## src/rtl/core/vss_pkg.sv

```systemverilog
// Package with shared types, constants and a helper function for the Verlet step block.
package vss_pkg;

    localparam int NUM_BODIES = 64;
    localparam int BODY_BITS  = 6;
    localparam int ADDR_BITS  = (NUM_BODIES > 1) ? $clog2(NUM_BODIES) : 1;
    localparam int COORD_BITS = 32;
    localparam int PADDR_BITS = 5;

    localparam logic signed [COORD_BITS-1:0] C_MAX = {1'b0, {(COORD_BITS-1){1'b1}}};
    localparam logic signed [COORD_BITS-1:0] C_MIN = {1'b1, {(COORD_BITS-1){1'b0}}};

    localparam logic [PADDR_BITS-1:0] A_STEP_TIME   = 5'd0;
    localparam logic [PADDR_BITS-1:0] A_SPEED_LIMIT = 5'd4;
    localparam logic [PADDR_BITS-1:0] A_BOX_X_MIN   = 5'd8;
    localparam logic [PADDR_BITS-1:0] A_BOX_X_MAX   = 5'd12;
    localparam logic [PADDR_BITS-1:0] A_BOX_Y_MIN   = 5'd16;
    localparam logic [PADDR_BITS-1:0] A_BOX_Y_MAX   = 5'd20;

    localparam logic REQ_LOAD = 1'b0;
    localparam logic REQ_STEP = 1'b1;

    typedef struct packed {
        logic              req_type;
        logic [5:0]        body;
        logic signed [31:0] load_pos_x;
        logic signed [31:0] load_pos_y;
        logic signed [31:0] load_prev_x;
        logic signed [31:0] load_prev_y;
        logic signed [31:0] accel_x;
        logic signed [31:0] accel_y;
    } t_in_word;

    typedef struct packed {
        logic [5:0]         out_body;
        logic signed [31:0] new_pos_x;
        logic signed [31:0] new_pos_y;
        logic signed [31:0] new_prev_x;
        logic signed [31:0] new_prev_y;
        logic               speed_clamped;
    } t_out_word;

    typedef struct packed {
        logic [15:0]        step_time;
        logic [30:0]        speed_limit;
        logic signed [31:0] box_x_min;
        logic signed [31:0] box_x_max;
        logic signed [31:0] box_y_min;
        logic signed [31:0] box_y_max;
    } t_cfg;

    typedef enum logic [3:0] {
        S_IDLE, S_READ, S_VERLET, S_DIFF, S_CHECK, S_NORM, S_SQRT,
        S_DIVX, S_DIVY, S_APPLY, S_WRAP, S_DONE
    } t_state;

    typedef struct packed {
        logic ld_in;
        logic do_verlet;
        logic do_diff;
        logic do_check;
        logic do_norm;
        logic sqrt_start;
        logic sqrt_step;
        logic div_start;
        logic div_step;
        logic div_sel_y;
        logic do_apply;
        logic do_wrap;
        logic do_write;
        logic do_load;
    } t_cmd;

    typedef struct packed {
        logic is_step;
        logic in_range;
        logic need_clamp;
        logic norm_done;
        logic iter_done;
    } t_stat;

    function automatic logic signed [COORD_BITS-1:0] sat_c(input logic signed [35:0] v);
        if (v > 36'sd2147483647)       return C_MAX;
        else if (v < -36'sd2147483648) return C_MIN;
        else                           return v[COORD_BITS-1:0];
    endfunction

endpackage

```

## src/rtl/core/vss_ctrl.sv

```systemverilog
// Controller state machine that sequences the Verlet step datapath.
module vss_ctrl import vss_pkg::*; (
    input  logic  i_clk,
    input  logic  i_rst_n,
    input  logic  i_start,
    input  t_stat i_stat,
    output t_cmd  o_cmd,
    output logic  o_busy,
    output logic  o_done
);
    t_state r_state, n_state;

    always_ff @(posedge i_clk) begin
        if (!i_rst_n) begin
            r_state <= S_IDLE;
        end else begin
            r_state <= n_state;
        end
    end

    always_comb begin
        n_state = r_state;
        o_cmd   = '0;
        o_busy  = 1'b1;
        o_done  = 1'b0;
        unique case (r_state)
            S_IDLE: begin
                o_busy = 1'b0;
                if (i_start) begin
                    o_cmd.ld_in = 1'b1;
                    n_state = S_READ;
                end
            end
            S_READ: begin
                if (!i_stat.in_range) begin
                    n_state = S_DONE;
                end else if (!i_stat.is_step) begin
                    o_cmd.do_load = 1'b1;
                    n_state = S_DONE;
                end else begin
                    n_state = S_VERLET;
                end
            end
            S_VERLET: begin
                o_cmd.do_verlet = 1'b1;
                n_state = S_DIFF;
            end
            S_DIFF: begin
                o_cmd.do_diff = 1'b1;
                n_state = S_CHECK;
            end
            S_CHECK: begin
                o_cmd.do_check = 1'b1;
                n_state = S_NORM;
            end
            S_NORM: begin
                if (!i_stat.need_clamp) begin
                    n_state = S_WRAP;
                end else if (i_stat.norm_done) begin
                    o_cmd.sqrt_start = 1'b1;
                    n_state = S_SQRT;
                end else begin
                    o_cmd.do_norm = 1'b1;
                end
            end
            S_SQRT: begin
                o_cmd.sqrt_step = 1'b1;
                if (i_stat.iter_done) begin
                    o_cmd.div_start = 1'b1;
                    n_state = S_DIVX;
                end
            end
            S_DIVX: begin
                o_cmd.div_step = 1'b1;
                if (i_stat.iter_done) begin
                    o_cmd.div_start = 1'b1;
                    o_cmd.div_sel_y = 1'b1;
                    n_state = S_DIVY;
                end
            end
            S_DIVY: begin
                o_cmd.div_step = 1'b1;
                o_cmd.div_sel_y = 1'b1;
                if (i_stat.iter_done) begin
                    n_state = S_APPLY;
                end
            end
            S_APPLY: begin
                o_cmd.do_apply = 1'b1;
                n_state = S_WRAP;
            end
            S_WRAP: begin
                o_cmd.do_wrap = 1'b1;
                n_state = S_DONE;
            end
            S_DONE: begin
                o_done = 1'b1;
                o_cmd.do_write = i_stat.in_range;
                n_state = S_IDLE;
            end
            default: n_state = S_IDLE;
        endcase
    end

    assert property (@(posedge i_clk) disable iff (!i_rst_n) o_done |=> !o_busy)
        else $error("busy after done");
    assert property (@(posedge i_clk) disable iff (!i_rst_n) o_cmd.ld_in |=> !o_done)
        else $error("done too early");
    assert property (@(posedge i_clk) disable iff (!i_rst_n)
        o_cmd.do_write |-> o_done)
        else $error("write outside the done cycle");
endmodule

```

## config.mk

```make
export PLATFORM = sky130hd
export DESIGN_NAME = vss_ctrl
export DESIGN_NICKNAME = d
export VERILOG_FILES = /design/src/rtl/core/vss_pkg.sv /design/src/rtl/core/vss_ctrl.sv
export SDC_FILE = /design/constraint.sdc
export NUM_CORES = 1
export LEC_CHECK = 0
export ABC_CLOCK_PERIOD_IN_PS = 3960
export BUFFER_PORTS_ARGS = -buffer_cell sky130_fd_sc_hd__buf_2
export CAP_MARGIN = 25
export CORE_AREA = 4 4 41 43
export CTS_CLUSTER_SIZE = 28
export DETAILED_ROUTE_END_ITERATION = 10
export DIE_AREA = 0 0 45 47
export GPL_TIMING_DRIVEN = 0
export HOLD_SLACK_MARGIN = 0.05
export PLACE_DENSITY_LB_ADDON = 0.2
export SLEW_MARGIN = 20
export SYNTH_ARGS = -nofsm -noshare
export SYNTH_HDL_FRONTEND = slang
export SYNTH_SLANG_ARGS = --single-unit
```

## constraint.sdc

```tcl
create_clock -name i_clk -period 3.96 [get_ports i_clk]
set_clock_uncertainty 0.1 [all_clocks]
set_input_delay 0.594 -clock i_clk [delete_from_list [all_inputs] [get_ports i_clk]]
set_output_delay 0.594 -clock i_clk [all_outputs]
set_load 0.05 [all_outputs]
```

==> qor.txt, run 1 <==
Worst path cell trace: clkbuf_1 -> inv_1 -> nand2_1 -> nor2_1 -> and2_1 -> buf_2
RSZ-0062 raised after global routing: no
Period utilization: 59.4%
Die area: 0.00212 sq mm
Mapped cell area: 444 sq um
Power Total: 380 uW
DRT Wirelength: 1190 um
CTS Buf Count: 3
Crit Path Class: reg2out
P&R area growth vs syn: 35.2%
Fin area: 601 sq um
Biggest regs: r_state x4
Grt ovf: 0
Most numerous cell in the Yosys netlist: nor2_1
CP Launch Type: flip-flop
Syn nets: 73
Final Hold Fails: 0
Worst-path clk slew: 40 ps
CP max stage delay: 350 ps
Critical path data required time: 3270 ps
Final Wtd Congestion: 0.813
PD cells: 633 mW/mm^2
Largest net degree at the start of global routing: 11
Final worst path period need: 2350 ps
Final-stage net count: 101
Hold-fix buffers at CTS: 0
Slowest cell on crit path: dfxtp_1
DRT Pass-1 Iters: 4
Max reg flops: 4
Status: finished clean
VDD IR max: 0.244 mV
Initial Utilization: 34.1%
Core Footprint: 0.00130 sq mm
Relative slew slack: 71.6%
Clock root cell: clkbuf_4
CP top delay family: buffers and inverters
Vias: 532
ANT nets after route: 0
Sequential share of the synthesized area: 18.0%
DRC Markers: 0
Area share of the largest cell type after synthesis: 18.0%
Num rows: 13
Dominant cell type by area after synthesis: dfxtp_1
Fmax: 425 MHz
Global-route wire length before repair: 1970 um
Port Buffers: 23
Layout cells sized above 1: 36.3%
P_leak: 0.000288 uW
Global Route Usage Sum: 12.9%
Boundary pin count: 24
Slew @ Worst Pin: 424 ps
Yosys cell types: 27
Crit-path max FO: 10
Placed cells: 103
Vias in the first global route: 450
Type of element capturing the critical path: primary output
FF+latch count, synth: 4
Syn_area_per_cell: 6.83 sq um
Top FF cell, synth: dfxtp_1
CTS tree: yes
YS warnings: 0
Clk sinks: 4
Via/cell ratio: 5.02
Worst-Skew Late Latency: 230 ps
Hold crit path type: in2reg
Largest cells by area after synthesis: dfxtp_1 18%, nor3_1 6.8%, o21ai_0 6.8%, nor2_1 6.8%, nand2_1 5.9%
Initial antenna violation count: 0
Initial DRC count: 13
Post-synth top cells: 8 x nor2_1, 7 x nand2_1, 6 x nor3_1, 6 x o21ai_0, 4 x dfxtp_1
Max cap viols: 0
Die W: 45 um
Worst path bufs/invs: 3
WL per Instance: 11.2 um
Biggest register: r_state
Quantity of gates resized following cts: 0
Post-synthesis cell count: 65
Endpoints failing setup: 0
Hpwl dp: 940 um
Longest Clk Path Bufs: 2
Setup_tns: 0 ps
DP Area: 578 sq um
Post-synth EDFFs: 0
Die H: 47 um
CTS HTree Levels: 1
Final max-slew violation count: 0
Worst Path Arrival: 1660 ps
N_diodes: 0
Fin cells: 106
FFs w/ async S/R, synth: 0%
Post-CTS Setup Inserts: 0
[final cells by class]
type,instances,area [sq um]
repair buffers,23,115
fillers,143,701
multi-input cells,53,323
flip-flops and latches,4,80.1
inverters,3,11.3
well taps,15,18.8
clock buffers,3,22.5
plain buffers,5,30.0
[layer usage]
layer | vias up | wire [um] | GRT usage (%)
met1 | 230 | 532 | 17.5
met2 | 20 | 556 | 18.4
li1 | 282 | - | -
met5 | - | 0 | 0
met4 | 0 | 0 | 3.51
met3 | 0 | 102 | 5.75
[kinds of logic after synthesis]
kind of cell / synth area share (%)
and+or+nand+nor: 48.2
AOI/OAI and AO/OA: 20.0
muxes: 4.51
DFF: 18.0
buffers and inverters: 9.30
[cells in the final DEF, fill, tap and decap left out, types with 3 or more instances in the layout]
cell type	synthesis	final
nand2_1	7	7
o21ai_0	6	6
nor3_1	6	6
dfxtp_1	4	4
nor2b_1	3	3
clkbuf_4	0	3
nand3b_1	3	3
buf_2	0	23
inv_1	3	3
nor2_1	8	8
clkbuf_1	3	3
[power breakdown]
| group | leakage, uW | internal, uW | total, uW | switching [uW] |
|---|---|---|---|---|
| Sequential | 0.0000330 | 51.7 | 58.3 | 6.58 |
| Combinational | 0.000241 | 81.2 | 272 | 190 |
| Clock | 0.0000138 | 33.9 | 50.3 | 16.4 |
[path summary, 6_finish.rpt]
path | from | end | slack (ps) | cells past startpoint
worst min-delay path | i_rst_n | r_state[3]$_SDFFE_PN0P_ | 500 | 2
worst max-delay path | r_state[2]$_SDFFE_PN0P_ | o_cmd[1] | 1610 | 6
worst max register to register | r_state[0]$_SDFFE_PN0P_ | r_state[3]$_SDFFE_PN0P_ | 2260 | 6
worst min register to register | r_state[1]$_SDFFE_PN0P_ | r_state[1]$_SDFFE_PN0P_ | 660 | 3
[stage by stage]
stage / util (%) / worst slack (ps) / hold WS [ps]
detailed placement: 44.4 / 1850 / 649
global placement: 44.4 / 1850 / 648
floorplan: - / 1260 / 560
global route: 46.2 / 1400 / 503
finish: 46.2 / 1610 / 504
CTS: 46.2 / 1590 / 503
(Power assumes the default switching activity.)
==> run 2: changes to the inputs <==
--- a/config.mk
+++ b/config.mk
@@ -5,7 +5,7 @@
 export SDC_FILE = /design/constraint.sdc
 export NUM_CORES = 1
 export LEC_CHECK = 0
-export ABC_CLOCK_PERIOD_IN_PS = 3960
+export ABC_CLOCK_PERIOD_IN_PS = 2000
 export BUFFER_PORTS_ARGS = -buffer_cell sky130_fd_sc_hd__buf_2
 export CAP_MARGIN = 25
 export CORE_AREA = 4 4 41 43
==> constraint.sdc (replaced) <==
create_clock -name i_clk -period 2 [get_ports i_clk]
set_clock_uncertainty 0.1 [all_clocks]
set_input_delay 0.3 -clock i_clk [delete_from_list [all_inputs] [get_ports i_clk]]
set_output_delay 0.3 -clock i_clk [all_outputs]
set_load 0.05 [all_outputs]
==> qor.txt, run 2 (synthesized netlist as in run 1, its figures left out) <==
Vias: 538 (+1.1%)
Worst-Skew Late Latency: 230 ps (about the same)
Boundary pin count: 24 (unchanged)
Hpwl dp: 965 um (+2.6%)
Worst hold slack: 227 ps (-277 ps)
Worst path cell trace: buf_6 -> or4b_1 -> o21ai_1 -> buf_6
Part of the power in combinational logic: 73.6% (+2.2 points)
WL per Instance: 11.9 um (+5.5%)
Stages on the worst setup path: 4 (-2)
CP top delay family: simple AND/OR/NAND/NOR gates
CTS tree: yes
Max cap viols: 0 (unchanged)
Status: finished clean
Period utilization: 97.8%
Final worst path period need: 1960 ps
Sequential power share: 14.4% (-0.9 points)
Clock root cell: clkbuf_4
DRT Wirelength: 1270 um (+6.5%)
Switch Pwr: 447 uW (+110%)
Layout cells sized above 1: 46.7% (+10 points)
Initial Utilization: 34.1% (unchanged)
Initial antenna violation count: 0 (unchanged)
Die H: 47 um (unchanged)
Port Buffers: 23 (unchanged)
Worst setup margin: 44.1 ps (-1560 ps)
CTS HTree Levels: 1 (unchanged)
Clk sinks: 4 (unchanged)
Crit Path Class: reg2out
Global Route Usage Sum: 13.8% (+0.97 points)
Endpoints failing setup: 0 (unchanged)
P_leak: 0.000325 uW (+13%)
Reg2reg end: r_state[0]$_SDFFE_PN0P_
P&R area growth vs syn: 52.1%
ANT nets after route: 0 (unchanged)
Reg-to-reg critical path startpoint: r_state[0]$_SDFFE_PN0P_
DRC Markers: 0 (unchanged)
Fin cells: 107 (+0.94%)
Cell count of the worst reg-to-reg path: 6 (unchanged)
Die area: 0.00212 sq mm (unchanged)
Critical path data required time: 1600 ps (-1670 ps)
N_diodes: 0 (unchanged)
Largest net degree at the start of global routing: 11 (unchanged)
CP most frequent cell: buf_6
Pint: 358 uW (+110%)
CTS Buf Count: 3 (unchanged)
Final Hold Fails: 0 (unchanged)
Slew @ Worst Pin: 287 ps (-137 ps)
Clock Power Share: 12.1% (-1.1 points)
Biggest regs: r_state x4
Final-stage net count: 102 (+0.99%)
Final Wtd Congestion: 0.783 (-3.6%)
RSZ-0062 raised after global routing: no
Relative slew slack: 80.8% (+9.2 points)
Die W: 45 um (unchanged)
WHS Path Cells: 2 (unchanged)
Slowest cell on crit path: or4b_1
Max reg flops: 4 (unchanged)
Worst Path Arrival: 1560 ps (-100 ps)
Type of element capturing the critical path: primary output
Fmax: 511 MHz
Grt ovf: 0 (unchanged)
DP Area: 616 sq um (+6.5%)
Initial DRC count: 18 (+5)
Worst hold start: i_rst_n
Worst-path clk slew: 40 ps (about the same)
PD cells: 1190 mW/mm^2 (+88%)
Placed cells: 103 (unchanged)
Core Footprint: 0.00130 sq mm (unchanged)
Fin area: 676 sq um (+13%)
DRT Pass-1 Iters: 4 (unchanged)
VDD IR max: 0.686 mV (+180%)
Post-place setup slack: 143 ps (-1710 ps)
Reg-to-reg slack, setup: 260 ps (-2000 ps)
Vias in the first global route: 486 (+8.0%)
Via/cell ratio: 5.03 (+0.18%)
Commonest non-fill, non-tap cell in the layout: buf_2
Crit-path max FO: 8 (-2)
Worst path bufs/invs: 2 (-1)
Commonest cells after routing, fill and taps aside: 20 x buf_2, 7 x nand2_1, 6 x nor2_1
Longest Clk Path Bufs: 2 (unchanged)
Final max-slew violation count: 0 (unchanged)
Hold-fix buffers at CTS: 0 (unchanged)
Num rows: 13 (unchanged)
CP max stage delay: 570 ps (+220 ps)
Hold crit path type: in2reg
Switch share: 55.5% (-0.57 points)
Hold EP: r_state[3]$_SDFFE_PN0P_
CP Launch Type: flip-flop
Global-route wire length before repair: 2160 um (+9.8%)
Biggest register: r_state
==> run 2: changes by cell type in the layout (fill, tap and decap cells not counted), sizes merged <==
cell,before,now
buf,25,26
==> run 2: through the flow <==
stage	total power, uW	setup TNS, ps	utilization (%)
2_1_floorplan	576	-734	-
3_3_place_gp	681	0	47.3
3_5_place_dp	683	0	47.3
4_1_cts	797	0	50.2
5_1_grt	876	0	51.9
6_report	805	0	51.9
==> run 2: how the worst max path moves through the flow <==
stage	slack, ps	endpoint	startpoint
6_report	40	o_cmd[5]	r_state[0]$_SDFFE_PN0P_
3_5_place_dp	140	o_cmd[1]	r_state[2]$_SDFFE_PN0P_
3_3_place_gp	140	o_cmd[1]	r_state[0]$_SDFFE_PN0P_
2_1_floorplan	-250	o_cmd[12]	r_state[1]$_SDFFE_PN0P_
4_1_cts	10	o_cmd[9]	r_state[3]$_SDFFE_PN0P_
5_1_grt	3	o_cmd[5]	r_state[0]$_SDFFE_PN0P_
==> run 2: worst register-to-register path: stages, from the launching register on <==
cell	delay (ps)
dfxtp_1	300
buf_6	130
or4b_1	570
nor2_1	200
nor3_4	90
mux2i_1	160
a21boi_1	80
==> run 2: layout make-up <==
type,count,area (sq um)
Sequential cell,4,80.1
Buffer,5,36.3
Clock buffer,3,22.5
Tap cell,15,18.8
Fill cell,131,626
Inverter,3,11.3
Timing Repair Buffer,24,144
Multi-Input combinational cell,53,363
==> run 2: layer usage <==
metal  global-route usage [%]  part of all wire (%)
met5                        0                     0
met4                        0                     0
met3                     6.51                   7.2
met2                     22.6                    47
met1                     17.8                    45
==> run 2: what timing repair did <==
action	4_1_cts	5_1_grt
setup endpoints to repair	6	6
pin swaps	0	1
resized for setup	7	7
setup buffers	0	1
==> run 2: power by group through the flow <==
stage	logic, uW	clock network [uW]	registers, uW
2_1_floorplan	462	0	114
3_3_place_gp	564	0	117
3_5_place_dp	566	0	117
4_1_cts	578	104	115
5_1_grt	644	114	119
6_report	592	97.3	116
